$ cat src/hdl/poi_pkg.sv
// ----------------------------------------------------------------------------
// poi_pkg
// shared types, constants and the cordic arctangent table for the odometry
// integrator
// ----------------------------------------------------------------------------
package poi_pkg;

  localparam int unsigned AtanEntries = 24;

  localparam logic signed [18:0] PiQ16    = 19'sd205887;
  localparam logic signed [19:0] TwoPiQ16 = 20'sd411775;
  localparam logic signed [34:0] HalfPiQ30 = 35'sd1686629713;
  localparam logic signed [34:0] PiQ30     = 35'sd3373259426;
  localparam logic signed [34:0] GainQ30   = 35'sd652032874;
  localparam logic signed [47:0] PosMax = {1'b0, {47{1'b1}}};
  localparam logic signed [47:0] PosMin = {1'b1, {47{1'b0}}};

  // datapath commands from the controller
  typedef struct packed {
    logic load;      // capture input beat
    logic clear;     // zero the pose
    logic cordic;    // one micro-rotation
    logic mul_step;  // advance multiply sequence
    logic wrap;      // one heading wrap step
    logic commit;    // write new pose and output register
  } poi_cmd_t;

  typedef struct packed {
    logic mul_done;
    logic wrap_done;
  } poi_sts_t;

  function automatic logic signed [31:0] atan_q30(input logic [4:0] idx);
    logic signed [31:0] v;
    case (idx)
      5'd0:  v = 32'sd843314857;
      5'd1:  v = 32'sd497837830;
      5'd2:  v = 32'sd263043837;
      5'd3:  v = 32'sd133525159;
      5'd4:  v = 32'sd67021687;
      5'd5:  v = 32'sd33543516;
      5'd6:  v = 32'sd16775851;
      5'd7:  v = 32'sd8388438;
      5'd8:  v = 32'sd4194283;
      5'd9:  v = 32'sd2097150;
      5'd10: v = 32'sd1048576;
      5'd11: v = 32'sd524288;
      5'd12: v = 32'sd262144;
      5'd13: v = 32'sd131072;
      5'd14: v = 32'sd65536;
      5'd15: v = 32'sd32768;
      5'd16: v = 32'sd16384;
      5'd17: v = 32'sd8192;
      5'd18: v = 32'sd4096;
      5'd19: v = 32'sd2048;
      5'd20: v = 32'sd1024;
      5'd21: v = 32'sd512;
      5'd22: v = 32'sd256;
      5'd23: v = 32'sd128;
      default: v = 32'sd0;
    endcase
    return v;
  endfunction

endpackage

$ cat src/hdl/poi_ctrl.sv
// ----------------------------------------------------------------------------
// poi_ctrl
// sequencer: accept beat, run cordic, multiply sequence, heading wrap, emit
// ----------------------------------------------------------------------------
module poi_ctrl #(
  parameter int unsigned CORDIC_STAGES = 16
) (
  input  logic              clk,
  input  logic              rst_n,
  input  logic              in_valid,
  output logic              in_ready,
  input  logic              in_clear,
  input  logic              in_skip,
  output logic              out_valid,
  input  logic              out_ready,
  output poi_pkg::poi_cmd_t cmd,
  input  poi_pkg::poi_sts_t sts
);
  import poi_pkg::*;

  localparam int unsigned CntW = $clog2(CORDIC_STAGES + 1);

  typedef enum logic [5:0] {
    ST_IDLE  = 6'b000001,
    ST_ROT   = 6'b000010,
    ST_MUL   = 6'b000100,
    ST_WRAP  = 6'b001000,
    ST_DONE  = 6'b010000,
    ST_OUT   = 6'b100000
  } state_t;

  state_t state_r, state_nxt;
  logic [CntW-1:0] cnt_r, cnt_nxt;
  logic out_valid_r, out_valid_nxt;

  assign out_valid = out_valid_r;

  always_comb begin
    state_nxt = state_r;
    cnt_nxt = cnt_r;
    out_valid_nxt = out_valid_r;
    cmd = '0;
    in_ready = 1'b0;
    if (out_valid_r && out_ready) out_valid_nxt = 1'b0;
    case (state_r)
      ST_IDLE: begin
        in_ready = 1'b1;
        if (in_valid) begin
          cmd.load = 1'b1;
          cnt_nxt = '0;
          if (in_clear) begin
            cmd.clear = 1'b1;
            state_nxt = ST_DONE;
          end else if (in_skip) begin
            state_nxt = ST_DONE;
          end else begin
            state_nxt = ST_ROT;
          end
        end
      end
      ST_ROT: begin
        cmd.cordic = 1'b1;
        cnt_nxt = cnt_r + 1'b1;
        if (cnt_r == CntW'(CORDIC_STAGES - 1)) state_nxt = ST_MUL;
      end
      ST_MUL: begin
        cmd.mul_step = 1'b1;
        if (sts.mul_done) state_nxt = ST_WRAP;
      end
      ST_WRAP: begin
        cmd.wrap = 1'b1;
        if (sts.wrap_done) state_nxt = ST_DONE;
      end
      ST_DONE: begin
        if (!out_valid_r || out_ready) begin
          cmd.commit = 1'b1;
          out_valid_nxt = 1'b1;
          state_nxt = ST_IDLE;
        end
      end
      default: state_nxt = ST_IDLE;
    endcase
  end

  always_ff @(posedge clk) begin
    if (!rst_n) begin
      state_r <= ST_IDLE;
      cnt_r <= '0;
      out_valid_r <= 1'b0;
    end else begin
      state_r <= state_nxt;
      cnt_r <= cnt_nxt;
      out_valid_r <= out_valid_nxt;
    end
  end

endmodule

$ cat config.mk
export PLATFORM = sky130hd
export DESIGN_NAME = poi_ctrl
export DESIGN_NICKNAME = d
export VERILOG_FILES = /design/src/hdl/poi_pkg.sv /design/src/hdl/poi_ctrl.sv
export SDC_FILE = /design/constraint.sdc
export NUM_CORES = 1
export LEC_CHECK = 0
export BUFFER_PORTS_ARGS = -buffer_cell sky130_fd_sc_hd__buf_2
export CAP_MARGIN = 20
export CELL_PAD_IN_SITES_DETAIL_PLACEMENT = 0
export CELL_PAD_IN_SITES_GLOBAL_PLACEMENT = 1
export CORE_MARGIN = 2
export CORE_UTILIZATION = 40
export CTS_BUF_LIST = sky130_fd_sc_hd__clkbuf_4 sky130_fd_sc_hd__clkbuf_8
export DETAILED_ROUTE_END_ITERATION = 7
export PLACE_DENSITY_LB_ADDON = 0.1
export RECOVER_POWER = 100
export SYNTH_ARGS = -nofsm -noshare
export SYNTH_HDL_FRONTEND = slang
export SYNTH_SLANG_ARGS = --single-unit
$ cat constraint.sdc
create_clock -name clk -period 2.22 [get_ports clk]
set_input_delay 0.444 -clock clk [delete_from_list [all_inputs] [get_ports clk]]
set_output_delay 0.444 -clock clk [all_outputs]
set_load 0.01 [all_outputs]
==> metrics.md, run 1 <==
| Metric | Value |
|---|---|
| Max-Cap Viols | 0 |
| Crit path cell chain | or4b_4 > nor2_4 > and3_1 > clkbuf_2 |
| Critical Path AT | 1.67 ns |
| RSZ-0062 raised after global routing | no |
| Asr flop ratio synth | 0 |
| #FFs+latches synth | 11 |
| Slowest stage cell, crit path | or4b_4 |
| Number of remaining DRC errors | 0 |
| TritonCTS Buffers | 3 |
| Crit-path max cell delay | 0.58 ns |
| Critical path endpoint category | primary output |
| TritonCTS Sinks | 11 |
| Final wirelength | 1.483 mm |
| Mean post-synth cell area | 8.431 sq um |
| Initial DRC count | 19 |
| Design area | 787.0 sq um |
| Worst Skew | 0.001055 ns |
| PortBufs | 15 |
| Ys Warns | 0 |
| Root Buffer | clkbuf_4 |
| DRT antenna net count | 0 |
| Cell Pwr Density | 654.8 nW/um^2 |
| CP max FO | 10 |
| First-pass GRT wire length | 2.318 mm |
| DIE WIDTH | 46.08 um |
| Area Growth Syn to Fin | 11.13% |
| Required @ worst endpoint | 1.78 ns |
| Ranking of synthesized cells by area | dfxtp_1, a21oi_1, nand2b_1 |
| Met2 GRT Util | 0.2000 |
| Nets@finish | 109 |
| DR WL/cell | 12.90 um |
| Resized cells post-CTS | 0 |
| Main synth FF type | dfxtp_1 |
| Via count | 636 |
| Setup TNS | 0 ns |
| Vias in the first global route | 506 |
| Hold_buf cts | 0 |
| Gr usage total | 0.1614 |
| CTS H-tree depth | 1 |
| Largest net degree at the start of global routing | 12 |
| Top Usage Layer GRT | met1 |
| Die Height | 46.08 um |
| Post-DP HPWL | 1.086 mm |
| Most frequent cell after synthesis | dfxtp_1 |
| Final Wtd Congestion | 0.7917 |
| Slack of the critical path | 0.1083 ns |
| Post-synth top area cell | dfxtp_1 |
| Post-CTS setup buffer count | 0 |
| Worst VDD drop | 0.2797 mV |
| CORE AREA | 1689 sq um |
| F_max | 473.5 MHz |
| Hold_sp | out_ready |
| Mapped Cells | 84 |
| Type of the worst min-delay path | input port to flip-flop |
| Initial core utilization | 0.4193 |
| Cell Area, Placed | 772.0 sq um |
| Final-report setup violation count | 0 |
| Ant diodes | 0 |
| Crit. Startpoint | state_r[2] |
| Initial antenna violation count | 0 |
| Crit path kind | flip-flop to primary output |
| Status | complete, no violations |
| Post-synth top area share | 0.3110 |
| Number of core rows | 15 |
| Final worst path period need | 2.112 ns |
| Met3 global-route usage | 0.03529 |
| Tcrit/Tclk final | 0.9512 |
| Clock Tree Buf Depth | 2 |
| FF-to-FF Start | cnt_r[0] |
| Mapped Area | 708.2 sq um |
| IO Pins | 16 |
| First-pass DRT Iterations | 4 |
| Fin. max-slew vios | 0 |
| GR Util met1 | 0.2357 |
| Pleak | 0.3164 nW |
| Syn_nets | 94 |
| Share of cells above drive strength 1 | 0.2143 |
| Number of synthesized flops with an enable pin | 0 |
| Synth cell count leaders | dfxtp_1, a21oi_1, inv_1, nand2b_1 |
| Total grt overflow | 0 |
| Slew margin rel. | 0.7306 |
| Sequential share of the synthesized area | 0.3110 |
| Slew @ Worst Pin | 0.4036 ns |
| Place WS | 0.3967 ns |
| CTS tree | done |
| CTS clk-pin slew, worst paths | 0.07 ns |
| Startpoint Class | flip-flop |
| Distinct cells, synth | 35 |
| Skew-Pair Late Insertion Delay | 0.27 ns |
| Final count of hold timing violations | 0 |
| Die area | 2123 sq um |
| Via/cell ratio | 5.530 |
critical path: cells and delay by family, from the launching register on:
family	cells	cell delay (ns)
buf+inv	1	0.12
flops	1	0.42
simple gates	3	0.85
routing by layer:
layer  vias to the layer above  routed length (um)  part of all wire
met5                         -                   0                 0
met4                         0                  21             0.014
met3                         2                  86             0.058
met2                        16                 618              0.42
met1                       287                 757              0.51
li1                        331                   -                 -
logic make-up after synthesis:
family	synth area share
AOI/OAI and AO/OA	0.1643
DFF	0.3110
adders and majority gates	0.03533
xor gates and xnor gates	0.01237
buffers and inverters	0.08303
and+or+nand+nor	0.3940
metrics by stage:
stage	utilization	std cells	hold slack, ns	total power, mW
final	0.4659	115	0.4685	0.5154
after CTS	0.4748	115	0.4526	0.5332
after global routing	0.4659	115	0.4803	0.5504
after global placement	0.4570	111	0.4637	0.3762
after detailed placement	0.4570	111	0.4647	0.3760
after floorplan	-	84	0.4479	0.3437
flip-flops by register name (all words and copies together) (netlist names):
register   cells
cnt_r          5
out_valid      1
state_r        5
final timing paths:
kind,endpoint,cells after the start,slack (ns)
hold / removal,out_valid,3,0.47
setup reg to reg,state_r[0],6,0.48
setup / recovery,cmd[4],4,0.11
hold reg to reg,cnt_r[4],2,0.49
power by group:
group / switching, mW / total, mW / internal [mW]
logic: 0.0673 / 0.131 / 0.0639
registers: 0.0240 / 0.232 / 0.208
clock network: 0.0710 / 0.153 / 0.0817
total: 0.162 / 0.515 / 0.353
cell type report:
cell class                 count  area (sq um)
clock buffer                   4         30.03
fill                         177         902.1
inverter                       7         26.28
multi-input combinational     61         419.2
sequential                    11         220.2
tap                           17         21.27
timing repair buffer          15         70.07
layout by cell type (no fill, tap or decap), types with 2 or more instances in the layout:
cell | Yosys | final
dfxtp_1 | 11 | 11
buf_2 | 2 | 9
a21oi_1 | 8 | 8
inv_1 | 6 | 7
nand2b_1 | 6 | 6
nor3_1 | 5 | 5
nand3_1 | 5 | 5
and3_1 | 3 | 4
clkbuf_4 | 0 | 4
clkbuf_1 | 1 | 4
nor2_1 | 3 | 3
nand2_1 | 3 | 3
nor3b_1 | 3 | 3
nand3b_1 | 2 | 2
o21ai_0 | 2 | 2
a31oi_1 | 2 | 2
a311oi_1 | 2 | 2
ha_1 | 2 | 2
clkbuf_2 | 0 | 2
(Power assumes the default switching activity.)
==> inputs of run 2 (changes only) <==
Settings changed: CELL_PAD_IN_SITES_GLOBAL_PLACEMENT 1 to 2, CORE_UTILIZATION 40 to 32.
==> run 2 against run 1 <==
  * Clock power decreased by 3%
  * Via count decreased by 2.7%
  * Die area increased by 23%
  * Clock skew increased by 0.0053 ns
  * Critical endpoint unchanged
==> metrics.md, run 2 (synthesis results as in run 1) <==
| Metric | Value |
|---|---|
| Logic pwr share | 0.257 (+0.003) |
| Nets@finish | 110 (+0.92%) |
| Post-DP HPWL | 1.159 mm (+6.8%) |
| Crit-path max cell delay | 0.54 ns (-0.04 ns) |
| Crit path kind | flip-flop to primary output |
| Skew-Pair Late Insertion Delay | 0.27 ns (about the same) |
| Area of the multi-input gates | 409.1 sq um (-2.4%) |
| Worst VDD drop | 0.2670 mV (-4.5%) |
| Die Height | 51.05 um (+11%) |
| Slack of the critical path | 0.1098 ns (+0.001576 ns) |
| Clk network pwr share | 0.290 (-0.006) |
| Initial DRC count | 9 (-10) |
| CORE AREA | 2148 sq um (+27%) |
| TritonCTS Buffers | 3 (unchanged) |
| Critical path endpoint category | primary output |
| Tcrit/Tclk final | 0.9505 (about the same) |
| Final-report setup violation count | 0 (unchanged) |
| Final core occ | 0.3710 (-0.09493) |
| Type of the worst min-delay path | flip-flop to flip-flop |
| Place WS | 0.4038 ns (+0.007138 ns) |
| IO Pins | 16 (unchanged) |
| RSZ-0062 raised after global routing | no |
| Fin. max-slew vios | 0 (unchanged) |
| DIE WIDTH | 51.05 um (+11%) |
| TritonCTS Sinks | 11 (unchanged) |
| Initial core utilization | 0.3296 (-0.08961) |
| Cell Pwr Density | 642.3 nW/um^2 (-1.9%) |
| Via/cell ratio | 4.874 (-12%) |
| Resized cells post-CTS | 0 (unchanged) |
| DRT antenna net count | 0 (unchanged) |
| PortBufs | 15 (unchanged) |
| Root Buffer | clkbuf_4 |
| Vias in the first global route | 606 (+20%) |
| Clock Tree Buf Depth | 2 (unchanged) |
| Final Wtd Congestion | 0.7068 (-11%) |
| Slew @ Worst Pin | 0.4065 ns (+0.002908 ns) |
| Total grt overflow | 0 (unchanged) |
| Internal | 0.3525 mW (-0.17%) |
| Area Growth Syn to Fin | 12.54% |
| Number of core rows | 17 (+2) |
| Initial antenna violation count | 0 (unchanged) |
| Via count | 619 (-2.7%) |
| F_max | 473.9 MHz (about the same) |
| Psw | 0.1594 mW (-1.7%) |
| CTS H-tree depth | 1 (unchanged) |
| Commonest non-fill, non-tap cell in the layout | dfxtp_1 |
| Post-CTS setup buffer count | 0 (unchanged) |
| CP max FO | 8 (-2) |
| Final worst path period need | 2.110 ns (-0.001576 ns) |
| Power after layout | 0.5120 mW (-0.66%) |
| Largest net degree at the start of global routing | 12 (unchanged) |
| CTS tree | done |
| Number of remaining DRC errors | 0 (unchanged) |
| Gr usage total | 0.1349 (-0.02651) |
| Slew margin rel. | 0.7287 (-0.001870) |
| Slowest stage cell, crit path | or4b_1 |
| Net Sw Frac | 0.3114 (-0.003387) |
| Die area | 2606 sq um (+23%) |
| Seq pwr share | 0.453 (+0.004) |
| First-pass DRT Iterations | 4 (unchanged) |
| DR WL/cell | 12.04 um (-6.6%) |
| Startpoint Class | flip-flop |
| Pleak | 0.3129 nW (-1.1%) |
| First-pass GRT wire length | 2.615 mm (+13%) |
| Final count of hold timing violations | 0 (unchanged) |
| FF/Latch Area | 220.2 sq um (unchanged) |
| Filler cells | 245 (+38%) |
| Setup TNS | 0 ns (unchanged) |
| Ant diodes | 0 (unchanged) |
| Commonest cells after routing, fill and taps aside | dfxtp_1, buf_2, a21oi_1 |
| Worst Skew | 0.006331 ns (+0.005275 ns) |
| CTS clk-pin slew, worst paths | 0.07 ns (about the same) |
| Share of cells above drive strength 1 | 0.2020 (-0.01227) |
| Crit path cell chain | or4b_1 > nor2_4 > and3_1 > buf_2 |
| Final wirelength | 1.529 mm (+3.1%) |
| Required @ worst endpoint | 1.78 ns (about the same) |
| Status | complete, no violations |
| Critical Path AT | 1.67 ns (about the same) |
| Hold_buf cts | 0 (unchanged) |
| Max-Cap Viols | 0 (unchanged) |
## run 2: power groups by stage
| stage | combinational (mW) | clock, mW | sequential (mW) |
|---|---|---|---|
| 5_1_grt | 0.148 | 0.162 | 0.234 |
| 4_1_cts | 0.147 | 0.154 | 0.232 |
| 3_5_place_dp | 0.146 | 0 | 0.237 |
| 6_report | 0.132 | 0.148 | 0.232 |
| 2_1_floorplan | 0.122 | 0 | 0.222 |
| 3_3_place_gp | 0.147 | 0 | 0.237 |
## run 2: worst paths after layout
kind,startpoint,endpoint,slack [ns],depth (start not counted)
setup / recovery,state_r[0],cmd[4],0.11,4
hold / removal,cnt_r[4],cnt_r[4],0.47,2
setup reg to reg,cnt_r[0],state_r[0],0.47,6
hold reg to reg,cnt_r[4],cnt_r[4],0.47,2
## run 2: metal layers
layer / vias to the layer above / GRT usage / share of wire
met1: 277 / 0.1802 / 0.51
met2: 11 / 0.2056 / 0.44
met5: - / 0 / 0
met4: 0 / 0.06757 / 0.0078
li1: 329 / - / -
met3: 2 / 0.02632 / 0.039
## run 2: stage by stage
stage / hold slack (ns) / instance area [sq um] / std cells
floorplan: 0.4479 / 708.2 / 84
global placement: 0.4635 / 793.3 / 123
detailed placement: 0.4606 / 793.3 / 123
CTS: 0.4710 / 823.3 / 127
global route: 0.4906 / 797.0 / 127
finish: 0.4682 / 797.0 / 127
## run 2: worst max-delay path: cells and delay by family (launching register included)
family / cells / cell delay (ns)
and+or+nand+nor: 3 / 0.81
DFF: 1 / 0.48
buffers and inverters: 1 / 0.12
## run 2: area by class of cell
type / count / area share
flip-flops and latches: 11 / 0.2763
clock buffers: 4 / 0.03768
repair buffers: 16 / 0.09576
well taps: 28 / 0.04396
inverters: 7 / 0.03297
multi-input cells: 61 / 0.5133
==> inputs of run 3 (changes only) <==
--- a/config.mk
+++ b/config.mk
@@ -14,4 +14,5 @@
 export CTS_BUF_LIST = sky130_fd_sc_hd__clkbuf_4 sky130_fd_sc_hd__clkbuf_8
 export DETAILED_ROUTE_END_ITERATION = 7
+export HOLD_SLACK_MARGIN = 0.12
 export PLACE_DENSITY_LB_ADDON = 0.1
 export RECOVER_POWER = 100
==> constraint.sdc (replaced) <==
create_clock -name clk -period 2.22 [get_ports clk]
set_input_delay 0.222 -clock clk [delete_from_list [all_inputs] [get_ports clk]]
set_output_delay 0.222 -clock clk [all_outputs]
set_load 0.01 [all_outputs]
==> run 3 against run 2 <==
  * Routed wire length up 0.46%
  * Register-to-register slack improved by 0.05 ns
  * Total power shrank 2.7%
  * Critical path type unchanged
  * Final area fell by 1.9%
  * Sequential share of layout area is 0.53 points higher
==> metrics.md, run 3 (synthesis results as in run 1) <==
| Metric | Value |
|---|---|
| Tcrit/Tclk final | 0.8671 (-0.08342) |
| Ant diodes | 0 (unchanged) |
| Type of the worst min-delay path | input port to flip-flop |
| GR Util met1 | 0.1441 (-0.03604) |
| DRT antenna net count | 0 (unchanged) |
| Final worst path period need | 1.925 ns (-0.1852 ns) |
| Resized cells post-CTS | 0 (unchanged) |
| Met2 GRT Util | 0.2143 (+0.008658) |
| CTS H-tree depth | 1 (unchanged) |
| First-pass DRT Iterations | 4 (unchanged) |
| Post-CTS setup buffer count | 0 (unchanged) |
| Gr usage total | 0.1282 (-0.006778) |
| Critical Path AT | 1.70 ns (+0.03 ns) |
| Share of cells above drive strength 1 | 0.1735 (-0.02855) |
| Initial DRC count | 9 (unchanged) |
| Top Usage Layer GRT | met2 |
| RSZ-0062 raised after global routing | no |
| Fin. max-slew vios | 0 (unchanged) |
| Final count of hold timing violations | 0 (unchanged) |
| Seq pwr share | 0.463 (+0.010) |
| Commonest non-fill, non-tap cell in the layout | dfxtp_1 |
| Worst Hold Slack | 0.2521 ns (-0.2161 ns) |
| Number of core rows | 17 (unchanged) |
| Commonest cells after routing, fill and taps aside | dfxtp_1, buf_2, a21oi_1 |
| Cell Pwr Density | 637.0 nW/um^2 (-0.83%) |
| CTS tree | done |
| Net Sw Frac | 0.3079 (-0.003533) |
| DR WL/cell | 12.19 um (+1.3%) |
| Status | complete, no violations |
| Slew margin rel. | 0.7426 (+0.01392) |
| Crit path kind | flip-flop to primary output |
| Initial antenna violation count | 0 (unchanged) |
| First-pass GRT wire length | 2.456 mm (-6.1%) |
| Root Buffer | clkbuf_4 |
| Place WS | 0.5437 ns (+0.1399 ns) |
| Final-report setup violation count | 0 (unchanged) |
| Max-Cap Viols | 0 (unchanged) |
| Area Growth Syn to Fin | 10.42% |
| Slew @ Worst Pin | 0.3856 ns (-0.02085 ns) |
| DIE WIDTH | 51.05 um (unchanged) |
| Crit path cell chain | or4b_1 > nor2_1 > and3_1 > buf_2 |
| Vias in the first global route | 567 (-6.4%) |
| Logic pwr share | 0.242 (-0.015) |
| Initial core utilization | 0.3296 (unchanged) |
| Number of remaining DRC errors | 0 (unchanged) |
| Psw | 0.1534 mW (-3.8%) |
| Final wirelength | 1.536 mm (+0.46%) |
| Filler cells | 253 (+3.3%) |
| Die area | 2606 sq um (unchanged) |
| Required @ worst endpoint | 2.00 ns (+0.22 ns) |
| CP max FO | 8 (unchanged) |
| Total grt overflow | 0 (unchanged) |
| Worst Skew | 0.002014 ns (-0.004317 ns) |
| Via count | 637 (+2.9%) |
| Skew-Pair Late Insertion Delay | 0.26 ns (about the same) |
| CTS clk-pin slew, worst paths | 0.07 ns (about the same) |
| Post-DP HPWL | 1.159 mm (about the same) |
| Worst VDD drop | 0.3196 mV (+20%) |
| Setup TNS | 0 ns (unchanged) |
| Largest net degree at the start of global routing | 12 (unchanged) |
| FF/Latch Area | 220.2 sq um (unchanged) |
| TritonCTS Sinks | 11 (unchanged) |
| Critical path endpoint category | primary output |
| PortBufs | 15 (unchanged) |
| Nets@finish | 109 (-0.91%) |
| Pleak | 0.3091 nW (-1.2%) |
| Slowest stage cell, crit path | or4b_1 |
| TritonCTS Buffers | 3 (unchanged) |
| Via/cell ratio | 5.056 (+3.7%) |
| Clock Tree Buf Depth | 2 (unchanged) |
| F_max | 519.5 MHz (+9.6%) |
| Die Height | 51.05 um (unchanged) |
| Clk network pwr share | 0.295 (+0.005) |
| Hold_buf cts | 0 (unchanged) |
| Final Wtd Congestion | 0.7091 (+0.33%) |
| IO Pins | 16 (unchanged) |
| Crit-path max cell delay | 0.50 ns (-0.04 ns) |
| Area of the multi-input gates | 401.6 sq um (-1.8%) |
| Startpoint Class | flip-flop |
| CORE AREA | 2148 sq um (unchanged) |
| Slack of the critical path | 0.2950 ns (+0.1852 ns) |
| Internal | 0.3448 mW (-2.2%) |
| Met3 global-route usage | 0.04971 (+0.02339) |
[run 3: changes by cell type in the layout (fill, tap and decap cells not counted), sizes merged]
cell	previous run	this run
buf	11	10
[run 3: per-layer routing]
metal	routed length, um	share of wire	up-vias
met2	744	0.48	13
met3	73	0.048	4
met4	31	0.020	0
met5	0	0	-
li1	-	-	327
met1	686	0.45	293
[run 3: metrics by stage]
stage	utilization	cell area, sq um	power, mW	cells
6_report	0.3640	782.0	0.4982	126
5_1_grt	0.3640	782.0	0.5315	126
4_1_cts	0.3797	815.8	0.5300	126
3_5_place_dp	0.3658	785.8	0.3779	122
3_3_place_gp	0.3658	785.8	0.3800	122
2_1_floorplan	-	708.2	0.3437	84
[run 3: path summary, 6_finish.rpt]
path / start / end / slack (ns) / cells after the start
min reg2reg: cnt_r[4] / cnt_r[4] / 0.48 / 2
min: out_ready / out_valid / 0.25 / 3
max: state_r[0] / cmd[4] / 0.30 / 4
max reg2reg: cnt_r[0] / state_r[0] / 0.52 / 6
[run 3: layout make-up]
type | instances | area share
tap | 28 | 0.04480
inverter | 7 | 0.03360
timing repair buffer | 15 | 0.08800
clock buffer | 4 | 0.03840
multi-input combinational | 61 | 0.5136
sequential | 11 | 0.2816
[run 3: critical path, delay by kind of cell, from the launching register on]
family / cells / cell delay [ns]
simple gates: 3 / 0.84
flops: 1 / 0.49
buf+inv: 1 / 0.12
[run 3: power by group through the flow]
stage | combinational, mW | sequential, mW | clock (mW)
after detailed placement | 0.140 | 0.238 | 0
after global routing | 0.133 | 0.233 | 0.166
after global placement | 0.141 | 0.239 | 0
after floorplan | 0.122 | 0.222 | 0
after CTS | 0.141 | 0.233 | 0.156
final | 0.121 | 0.230 | 0.147
